[config.mk]
export PLATFORM = sky130hd
export DESIGN_NAME = mcht_ctrl
export DESIGN_NICKNAME = d
export VERILOG_FILES = /design/src/rtl/mcht_pkg.sv /design/src/rtl/mcht_ctrl.sv
export SDC_FILE = /design/constraint.sdc
export NUM_CORES = 1
export LEC_CHECK = 0
export ABC_AREA = 1
export BUFFER_PORTS_ARGS = -buffer_cell sky130_fd_sc_hd__buf_2
export CAP_MARGIN = 20
export CORE_MARGIN = 2
export CORE_UTILIZATION = 40
export DETAILED_ROUTE_END_ITERATION = 8
export GPL_TIMING_DRIVEN = 0
export PLACE_DENSITY = 0.75
export SLEW_MARGIN = 10
export SYNTH_ARGS = -nofsm -noshare
export SYNTH_HDL_FRONTEND = slang
export SYNTH_SLANG_ARGS = --single-unit
[constraint.sdc]
create_clock -name clk -period 1.2 [get_ports clk]
set_input_delay 0.24 -clock clk [delete_from_list [all_inputs] [get_ports clk]]
set_output_delay 0.24 -clock clk [all_outputs]
set_load 0.01 [all_outputs]
[src/rtl/mcht_pkg.sv]
`timescale 1ns / 1ps
// ----------------------------------------------------------------------------
// mcht_pkg
// Shared constants, codes and control types of the MAC class hash table.
// ----------------------------------------------------------------------------
package mcht_pkg;

  localparam int SLOTS_DEF   = 1024;
  localparam int BUCKETS_DEF = 256;

  localparam int KEY_W    = 48;
  localparam int CLASS_W  = 16;
  localparam int ACTION_W = 2;
  localparam int STATUS_W = 3;

  // action codes
  localparam logic [ACTION_W-1:0] ACT_LOOKUP = 2'd0;
  localparam logic [ACTION_W-1:0] ACT_INSERT = 2'd1;
  localparam logic [ACTION_W-1:0] ACT_REMOVE = 2'd2;

  // result status codes
  localparam logic [STATUS_W-1:0] ST_HIT         = 3'd0;
  localparam logic [STATUS_W-1:0] ST_MISS        = 3'd1;
  localparam logic [STATUS_W-1:0] ST_UPDATED     = 3'd2;
  localparam logic [STATUS_W-1:0] ST_INSERTED    = 3'd3;
  localparam logic [STATUS_W-1:0] ST_FULL        = 3'd4;
  localparam logic [STATUS_W-1:0] ST_REMOVED     = 3'd5;
  localparam logic [STATUS_W-1:0] ST_REMOVE_MISS = 3'd6;

  // controller to datapath
  typedef struct packed {
    logic                clr;       // clearing pass write
    logic                load;      // take the request beat, read bucket head
    logic                set_head;  // capture chain head as current slot
    logic                rd_walk;   // read key and next link of current slot
    logic                adv;       // step to next link
    logic                rd_class;  // read class of current slot
    logic                upd;       // overwrite class of current slot
    logic                rd_links;  // read prev and next link of current slot
    logic                rm_link;   // unlink current slot from its neighbors
    logic                rm_free;   // clear links, push slot on free stack
    logic                rd_free;   // read free link of free head
    logic                ins;       // pop free head, write entry at chain head
    logic                ins_prev;  // back-link old chain head
    logic                res_en;    // capture result code
    logic [STATUS_W-1:0] res_code;
    logic                out_load;  // move result into output register
  } cmd_t;

  // datapath to controller
  typedef struct packed {
    logic                req_valid;
    logic                clear_done;
    logic                head_zero;
    logic                match;
    logic                next_zero;
    logic                free_empty;
    logic                out_free;
    logic [ACTION_W-1:0] action;
  } stat_t;

endpackage

[src/rtl/mcht_ctrl.sv]
`timescale 1ns / 1ps
// ----------------------------------------------------------------------------
// mcht_ctrl
// Controller: sequences clear pass, chain walk, update, insert and remove.
// ----------------------------------------------------------------------------
module mcht_ctrl (
  input  logic            clk,
  input  logic            rst,
  input  mcht_pkg::stat_t stat,
  output mcht_pkg::cmd_t  cmd,
  output logic            req_ready
);

  localparam logic [3:0] S_CLEAR  = 4'd0;
  localparam logic [3:0] S_IDLE   = 4'd1;
  localparam logic [3:0] S_HEAD   = 4'd2;
  localparam logic [3:0] S_WALK   = 4'd3;
  localparam logic [3:0] S_CMP    = 4'd4;
  localparam logic [3:0] S_FOUND  = 4'd5;
  localparam logic [3:0] S_CLS    = 4'd6;
  localparam logic [3:0] S_RM1    = 4'd7;
  localparam logic [3:0] S_RM2    = 4'd8;
  localparam logic [3:0] S_NF     = 4'd9;
  localparam logic [3:0] S_INS1   = 4'd10;
  localparam logic [3:0] S_INS2   = 4'd11;
  localparam logic [3:0] S_RESULT = 4'd12;

  logic [3:0] state, state_next;

  always_ff @(posedge clk) begin
    if (rst) begin
      state <= S_CLEAR;
    end else begin
      state <= state_next;
    end
  end

  assign req_ready = state == S_IDLE;

  always_comb begin
    cmd        = '0;
    state_next = state;
    unique case (state)
      S_CLEAR: begin
        cmd.clr = 1'b1;
        if (stat.clear_done) state_next = S_IDLE;
      end
      S_IDLE: begin
        if (stat.req_valid) begin
          cmd.load   = 1'b1;
          state_next = S_HEAD;
        end
      end
      S_HEAD: begin
        cmd.set_head = 1'b1;
        state_next   = stat.head_zero ? S_NF : S_WALK;
      end
      S_WALK: begin
        cmd.rd_walk = 1'b1;
        state_next  = S_CMP;
      end
      S_CMP: begin
        if (stat.match) begin
          state_next = S_FOUND;
        end else begin
          cmd.adv    = 1'b1;
          state_next = stat.next_zero ? S_NF : S_WALK;
        end
      end
      S_FOUND: begin
        case (stat.action)
          mcht_pkg::ACT_LOOKUP: begin
            cmd.rd_class = 1'b1;
            state_next   = S_CLS;
          end
          mcht_pkg::ACT_INSERT: begin
            cmd.upd      = 1'b1;
            cmd.res_en   = 1'b1;
            cmd.res_code = mcht_pkg::ST_UPDATED;
            state_next   = S_RESULT;
          end
          mcht_pkg::ACT_REMOVE: begin
            cmd.rd_links = 1'b1;
            state_next   = S_RM1;
          end
          default: begin
            cmd.res_en   = 1'b1;
            cmd.res_code = mcht_pkg::ST_MISS;
            state_next   = S_RESULT;
          end
        endcase
      end
      S_CLS: begin
        cmd.res_en   = 1'b1;
        cmd.res_code = mcht_pkg::ST_HIT;
        state_next   = S_RESULT;
      end
      S_RM1: begin
        cmd.rm_link = 1'b1;
        state_next  = S_RM2;
      end
      S_RM2: begin
        cmd.rm_free  = 1'b1;
        cmd.res_en   = 1'b1;
        cmd.res_code = mcht_pkg::ST_REMOVED;
        state_next   = S_RESULT;
      end
      S_NF: begin
        cmd.res_en = 1'b1;
        state_next = S_RESULT;
        case (stat.action)
          mcht_pkg::ACT_INSERT: begin
            if (stat.free_empty) begin
              cmd.res_code = mcht_pkg::ST_FULL;
            end else begin
              cmd.res_en  = 1'b0;
              cmd.rd_free = 1'b1;
              state_next  = S_INS1;
            end
          end
          mcht_pkg::ACT_REMOVE: cmd.res_code = mcht_pkg::ST_REMOVE_MISS;
          default:              cmd.res_code = mcht_pkg::ST_MISS;
        endcase
      end
      S_INS1: begin
        cmd.ins    = 1'b1;
        state_next = S_INS2;
      end
      S_INS2: begin
        cmd.ins_prev = 1'b1;
        cmd.res_en   = 1'b1;
        cmd.res_code = mcht_pkg::ST_INSERTED;
        state_next   = S_RESULT;
      end
      S_RESULT: begin
        if (stat.out_free) begin
          cmd.out_load = 1'b1;
          state_next   = S_IDLE;
        end
      end
      default: state_next = S_CLEAR;
    endcase
  end

endmodule

==> results of run 1 <==
[final cells by class]
cell class              count  area [sq um]  share of cell area
multi-input cells          82           520               0.488
repair buffers             42           273               0.256
inverters                  33           136               0.128
flip-flops and latches      4          95.1              0.0891
clock buffers               3          22.5              0.0211
well taps                  16          20.0              0.0188
[report_power, final]
| part | total (W) | switching [W] | leakage (nW) | internal, W |
|---|---|---|---|---|
| clock network | 0.000172 | 0.0000602 | 0.0138 | 0.000112 |
| registers | 0.000342 | 0.000136 | 0.0356 | 0.000206 |
| logic | 0.00116 | 0.000675 | 0.680 | 0.000485 |
| total | 0.00168 | 0.000871 | 0.729 | 0.000804 |
[logic make-up (layout without fill, tap and decap cells)]
kind of cell,count (synthesis),in the layout,share of synthesized area
simple gates,69,69,0.482
buf+inv,34,78,0.207
compound gates,8,8,0.0823
fa+ha+maj,5,5,0.100
flops,4,4,0.129
[per-layer routing]
metal,share of wire,up-vias
li1,-,450
met1,0.42,395
met2,0.51,35
met3,0.046,6
met4,0.022,0
met5,0,-
[synth_stat cells]
cell type  number  share of area
inv_1          30           0.18
nand2_1        28           0.17
nor2_1         19           0.11
nand3_1        15           0.12
ha_1            5           0.10
dfxtp_1         4           0.13
o21ai_0         3          0.024
a21oi_1         2          0.016
inv_2           2          0.012
nor2_2          2          0.020
a21oi_2         1          0.014
buf_2           1         0.0080
clkinv_1        1         0.0060
nand2_2         1          0.010
nand3b_1        1          0.012
nor2_4          1          0.018
nor3_1          1         0.0080
nor4_1          1          0.010
o2111ai_1       1          0.014
o21ai_2         1          0.014
[stage by stage]
| step | instance area (sq um) | util | hold WS (ns) |
|---|---|---|---|
| after floorplan | 647 | - | 0.295 |
| after global placement | 812 | 0.545 | 0.438 |
| after detailed placement | 812 | 0.545 | 0.441 |
| after CTS | 983 | 0.661 | 0.187 |
| after global routing | 1070 | 0.717 | 0.198 |
| final | 1070 | 0.717 | 0.199 |
[worst register-to-register path: cells and delay by family, from the launching register on]
family                 cells  cell delay, ns
buffers and inverters      4            0.38
AOI/OAI and AO/OA          1            0.07
and+or+nand+nor            4            0.32
DFF                        1            0.40
[final timing paths]
path	cells after the start	endpoint	from	slack, ns
max	7	cmd[4]	state[3]	-0.35
max reg2reg	9	state[1]	state[0]	-0.09
min	2	state[0]	rst	0.20
min reg2reg	3	state[0]	state[2]	0.71
[what timing repair did]
action	4_1_cts	5_1_grt
setup buffers	10	5
pin swaps	9	8
setup endpoints to repair	23	23
resized for setup	33	14
==> run summary, run 1 <==
status -> finished with violations
failing checks -> setup timing
Hold Path Class -> in -> reg
Syn Area/Cell -> 5.19 sq um
grt met3 use -> 0.0625
# rows -> 14
PwrDens -> 1570 nW/um^2
Layout fillers -> 127
via/cell ratio -> 4.92
Crit Path Class -> reg -> out
first-pass GRT wire length -> 3.13 mm
slowest stage delay, CP -> 0.40 ns
initial antenna violation count -> 0
clock sink total -> 4
Worst Path Arrival -> 1.31 ns
Leakage -> 0.729 nW
Placer Congestion -> 0.803
layout cells sized above 1 -> 0.500
Final Worst Setup Slack -> -0.352 ns
YS warnings -> 0
post-synth cell types -> 20
critical path cell sequence -> inv_4, nor2_4, nand3_1, nand2_1, nor2_2, nand3_1, buf_2
# Max-Cap Violations -> 0
slowest cell on the critical path -> dfxtp_4
synthesis-to-layout area growth -> 71.3%
dpl hpwl -> 1.29 mm
peak supply drop -> 1.08 mV
post-synthesis sequential area ratio -> 0.129
Vias -> 886
clock buffer count from CTS -> 3
Pwr Total -> 0.00168 W
Yosys reg bits -> 4
top flop regs -> state: 4 flops
Core ar. -> 1490 sq um
drt wl/cell -> 12.2 um
Clock transition at path regs -> 0.04 ns
n_diodes -> 0
commonest non-fill, non-tap cells in the layout -> buf_2 (26), inv_1 (24), nand2_1 (18)
first drt pass iteration count -> 4
Worst setup EP type -> output port
CTS max path bufs -> 2
Cell Area, Synth -> 623 sq um
met1 usage -> 0.244
Max Slew Vio Count -> 0
Rel. slew slack -> 0.799
Fin Setup TNS -> -4.82 ns
Worst Max-Slew Pin Slew -> 0.300 ns
Final Hold Vio Count -> 0
placed cells -> 165
CTS tree -> done
Initial Util -> 0.418
Peak Freq -> 644 MHz
CP dominant cell by count -> nand3_1
Root Buffer Master -> clkbuf_4
largest net degree at the start of global routing -> 9
Worst-Skew Late Latency -> 0.24 ns
Max FO, Critical Path -> 5
most common cell after layout, fill and taps aside -> buf_2
RSZ-0062 raised after global routing -> true
post-route ant nets -> 0
Crit path max-delay family -> simple AND/OR/NAND/NOR gates
Gate Count Post-Synth -> 120
max FFs per register -> 4
Chip Width -> 43.5 um
total die area -> 1890 sq um
H-tree Lvls -> 1
Congestion Overflow GR -> 0
Startpoint Class -> flip-flop
total global-route track usage -> 0.219
Setup-failing EPs final -> 23
Syn Nets -> 136
Worst Path Buf+Inv -> 2
worst slack, placed -> -0.270 ns
post-route insts no fill -> 180
number of global-route vias before repair -> 803
gr busiest metal -> met2
Post-CTS Hold Fix Bufs -> 0
Largest Register -> state
I/O Buffers -> 29
required time worst endpoint -> 0.96 ns
Period Utilization, post-route -> 1.29
Clock Skew -> 0.0000994 ns
DRT iter0 DRCs -> 8
GR Layer Usage met2 -> 0.385
Period minus WS final -> 1.55 ns
number of placed I/O pins -> 30
Die H -> 43.5 um
residual DRC count -> 0
Post-Route WL -> 2.19 mm
fin nets -> 182
(Power assumes the default switching activity.)
==> inputs of run 2 (changes only) <==
Settings changed: SETUP_SLACK_MARGIN set to 0.02.
==> run 2 against run 1 <==
  * The run still ends with setup timing left
  * Count of clock-buffer cells in the layout unchanged
  * Final cell count increased by 6.1%
  * Clock skew grew 0.00050 ns
  * Clock power rose by 4%
==> run summary, run 2 (same netlist as run 1, synthesis figures left out) <==
number of placed I/O pins -> 30 (unchanged)
H-tree Lvls -> 1 (unchanged)
I/O Buffers -> 29 (unchanged)
total global-route track usage -> 0.238 (was 0.219)
Crit path max-delay family -> flip-flops (was simple AND/OR/NAND/NOR gates)
Worst Max-Slew Pin Slew -> 0.220 ns (was 0.300 ns)
Max FO, Critical Path -> 7 (was 5)
Clock transition at path regs -> 0.04 ns (about the same)
first-pass GRT wire length -> 3.37 mm (was 3.13 mm)
Core ar. -> 1490 sq um (unchanged)
Peak Freq -> 635 MHz (was 644 MHz)
Startpoint Class -> flip-flop (unchanged)
layout cells sized above 1 -> 0.571 (was 0.500)
# Max-Cap Violations -> 0 (unchanged)
reg2reg start -> state[3] (was state[0])
Period minus WS final -> 1.57 ns (was 1.55 ns)
Period Utilization, post-route -> 1.31 (was 1.29)
peak supply drop -> 1.59 mV (was 1.08 mV)
post-route design area -> 1220 sq um (was 1070 sq um)
Worst-Skew Late Latency -> 0.24 ns (about the same)
residual DRC count -> 0 (unchanged)
Final Worst Setup Slack -> -0.374 ns (was -0.352 ns)
n_diodes -> 0 (unchanged)
Root Buffer Master -> clkbuf_4 (unchanged)
CTS tree -> done (unchanged)
DRT iter0 DRCs -> 36 (was 8)
first drt pass iteration count -> 4 (unchanged)
# rows -> 14 (unchanged)
Crit Path Class -> reg -> out (unchanged)
Pwr Total -> 0.00220 W (was 0.00168 W)
worst slack, placed -> -0.252 ns (was -0.270 ns)
Layout fillers -> 87 (was 127)
status -> finished with violations (unchanged)
clock network fraction of total power -> 0.081 (was 0.103)
Largest Register -> state (unchanged)
clock buffer count from CTS -> 3 (unchanged)
Setup-failing EPs final -> 23 (unchanged)
PwrDens -> 1800 nW/um^2 (was 1570 nW/um^2)
placed cells -> 165 (unchanged)
Final Hold Vio Count -> 0 (unchanged)
Fin Setup TNS -> -5.90 ns (was -4.82 ns)
Initial Util -> 0.418 (unchanged)
Placer Congestion -> 0.798 (was 0.803)
max FFs per register -> 4 (unchanged)
R2R setup slack -> -0.27 ns (was -0.09 ns)
Register-to-Register Path Depth -> 11 (was 9)
Clock Skew -> 0.000602 ns (was 0.0000994 ns)
clock sink total -> 4 (unchanged)
crit path from -> state[0] (was state[3])
top flop regs -> state: 4 flops (unchanged)
via/cell ratio -> 5.25 (was 4.92)
combinational power share -> 0.758 (was 0.693)
Hold Path Class -> in -> reg (unchanged)
Switching Share -> 0.494 (was 0.520)
Leakage -> 0.796 nW (was 0.729 nW)
Post-Route WL -> 2.82 mm (was 2.19 mm)
RR Endpoint -> state[2] (was state[1])
Levels on crit path -> 7 (unchanged)
total die area -> 1890 sq um (unchanged)
drt wl/cell -> 14.7 um (was 12.2 um)
most common cell after layout, fill and taps aside -> buf_2 (unchanged)
critical path cell sequence -> inv_4, nor2_4, nand2_4, clkinv_2, nand2_1, inv_1, buf_2 (was inv_4, nor2_4, nand3_1, nand2_1, nor2_2, nand3_1, buf_2)
largest net degree at the start of global routing -> 9 (unchanged)
slowest stage delay, CP -> 0.42 ns (was 0.40 ns)
failing checks -> setup timing (unchanged)
initial antenna violation count -> 0 (unchanged)
end of the critical path -> cmd[10] (was cmd[4])
sequential power share -> 0.161 (was 0.204)
Worst Path Arrival -> 1.33 ns (was 1.31 ns)
post-route ant nets -> 0 (unchanged)
required time worst endpoint -> 0.96 ns (about the same)
commonest non-fill, non-tap cells in the layout -> buf_2 (23), inv_1 (21), nand2_1 (19) (was buf_2 (26), inv_1 (24), nand2_1 (18))
Die H -> 43.5 um (unchanged)
Chip Width -> 43.5 um (unchanged)
RSZ-0062 raised after global routing -> true (unchanged)
Max Slew Vio Count -> 0 (unchanged)
Worst setup EP type -> output port (unchanged)
Worst Path Buf+Inv -> 4 (was 2)
synthesis-to-layout area growth -> 96.4% (was 71.3%)
placed inst area -> 816 sq um (was 812 sq um)
fin nets -> 193 (was 182)
Pint -> 0.00111 W (was 0.000804 W)
Vias -> 1002 (was 886)
Post-CTS Hold Fix Bufs -> 0 (unchanged)
slowest cell on the critical path -> dfxtp_4 (unchanged)
Rel. slew slack -> 0.853 (was 0.799)
CTS max path bufs -> 2 (unchanged)
Congestion Overflow GR -> 0 (unchanged)
Net Switching -> 0.00109 W (was 0.000871 W)
post-route insts no fill -> 191 (was 180)
dpl hpwl -> 1.30 mm (was 1.29 mm)
number of global-route vias before repair -> 855 (was 803)
-- run 2: cell count changes in the layout (fill, tap and decap cells not counted), sizes merged --
cell,previous run,this run
buf,42,53
-- run 2: power by group through the flow --
| stage | clock network [W] | logic [W] | registers (W) |
|---|---|---|---|
| after floorplan | 0 | 0.000642 | 0.000238 |
| after global placement | 0 | 0.000863 | 0.000251 |
| after detailed placement | 0 | 0.000876 | 0.000249 |
| after CTS | 0.000178 | 0.00134 | 0.000332 |
| after global routing | 0.000189 | 0.00177 | 0.000359 |
| final | 0.000179 | 0.00167 | 0.000354 |
-- run 2: cell type report --
type                            instances  area, sq um  share of cell area
Tap cell                               16         20.0              0.0164
Inverter                               33          133               0.108
Clock buffer                            3         22.5              0.0184
Timing Repair Buffer                   53          400               0.327
Sequential cell                         4         95.1              0.0777
Multi-Input combinational cell         82          553               0.452
-- run 2: what timing repair did --
action | 4_1_cts | 5_1_grt
endpoints found under the hold margin | 0 | 0
pin swaps | 12 | 8
gates resized for setup | 47 | 19
buffers inserted | 18 | 6
cloned | 0 | 0
endpoints found under the setup margin | 22 | 23
-- run 2: how the worst min path moves through the flow --
stage | startpoint | end | slack [ns] | depth (start not counted)
final | rst | state[0] | 0.20 | 2
after global routing | rst | state[0] | 0.20 | 2
after CTS | rst | state[0] | 0.19 | 2
after detailed placement | rst | state[0] | 0.45 | 2
after global placement | rst | state[0] | 0.44 | 2
after floorplan | rst | state[0] | 0.30 | 1
-- run 2: per-stage QoR --
stage,hold slack (ns),util
after floorplan,0.295,-
after global placement,0.438,0.548
after detailed placement,0.446,0.548
after CTS,0.191,0.740
after global routing,0.201,0.822
final,0.201,0.822
-- run 2: worst reg2reg max path: cells and delay by family (launching register included) --
| family | cells | cell delay [ns] |
|---|---|---|
| DFF | 1 | 0.40 |
| and+or+nand+nor | 6 | 0.54 |
| buffers and inverters | 5 | 0.46 |
-- run 2: layer usage --
| layer | vias up | wire length [um] | track usage |
|---|---|---|---|
| met1 | 462 | 1090 | 0.278 |
| met4 | 0 | 54 | 0.0788 |
| met5 | - | 0 | 0 |
| li1 | 474 | - | - |
| met3 | 9 | 190 | 0.0625 |
| met2 | 57 | 1480 | 0.418 |
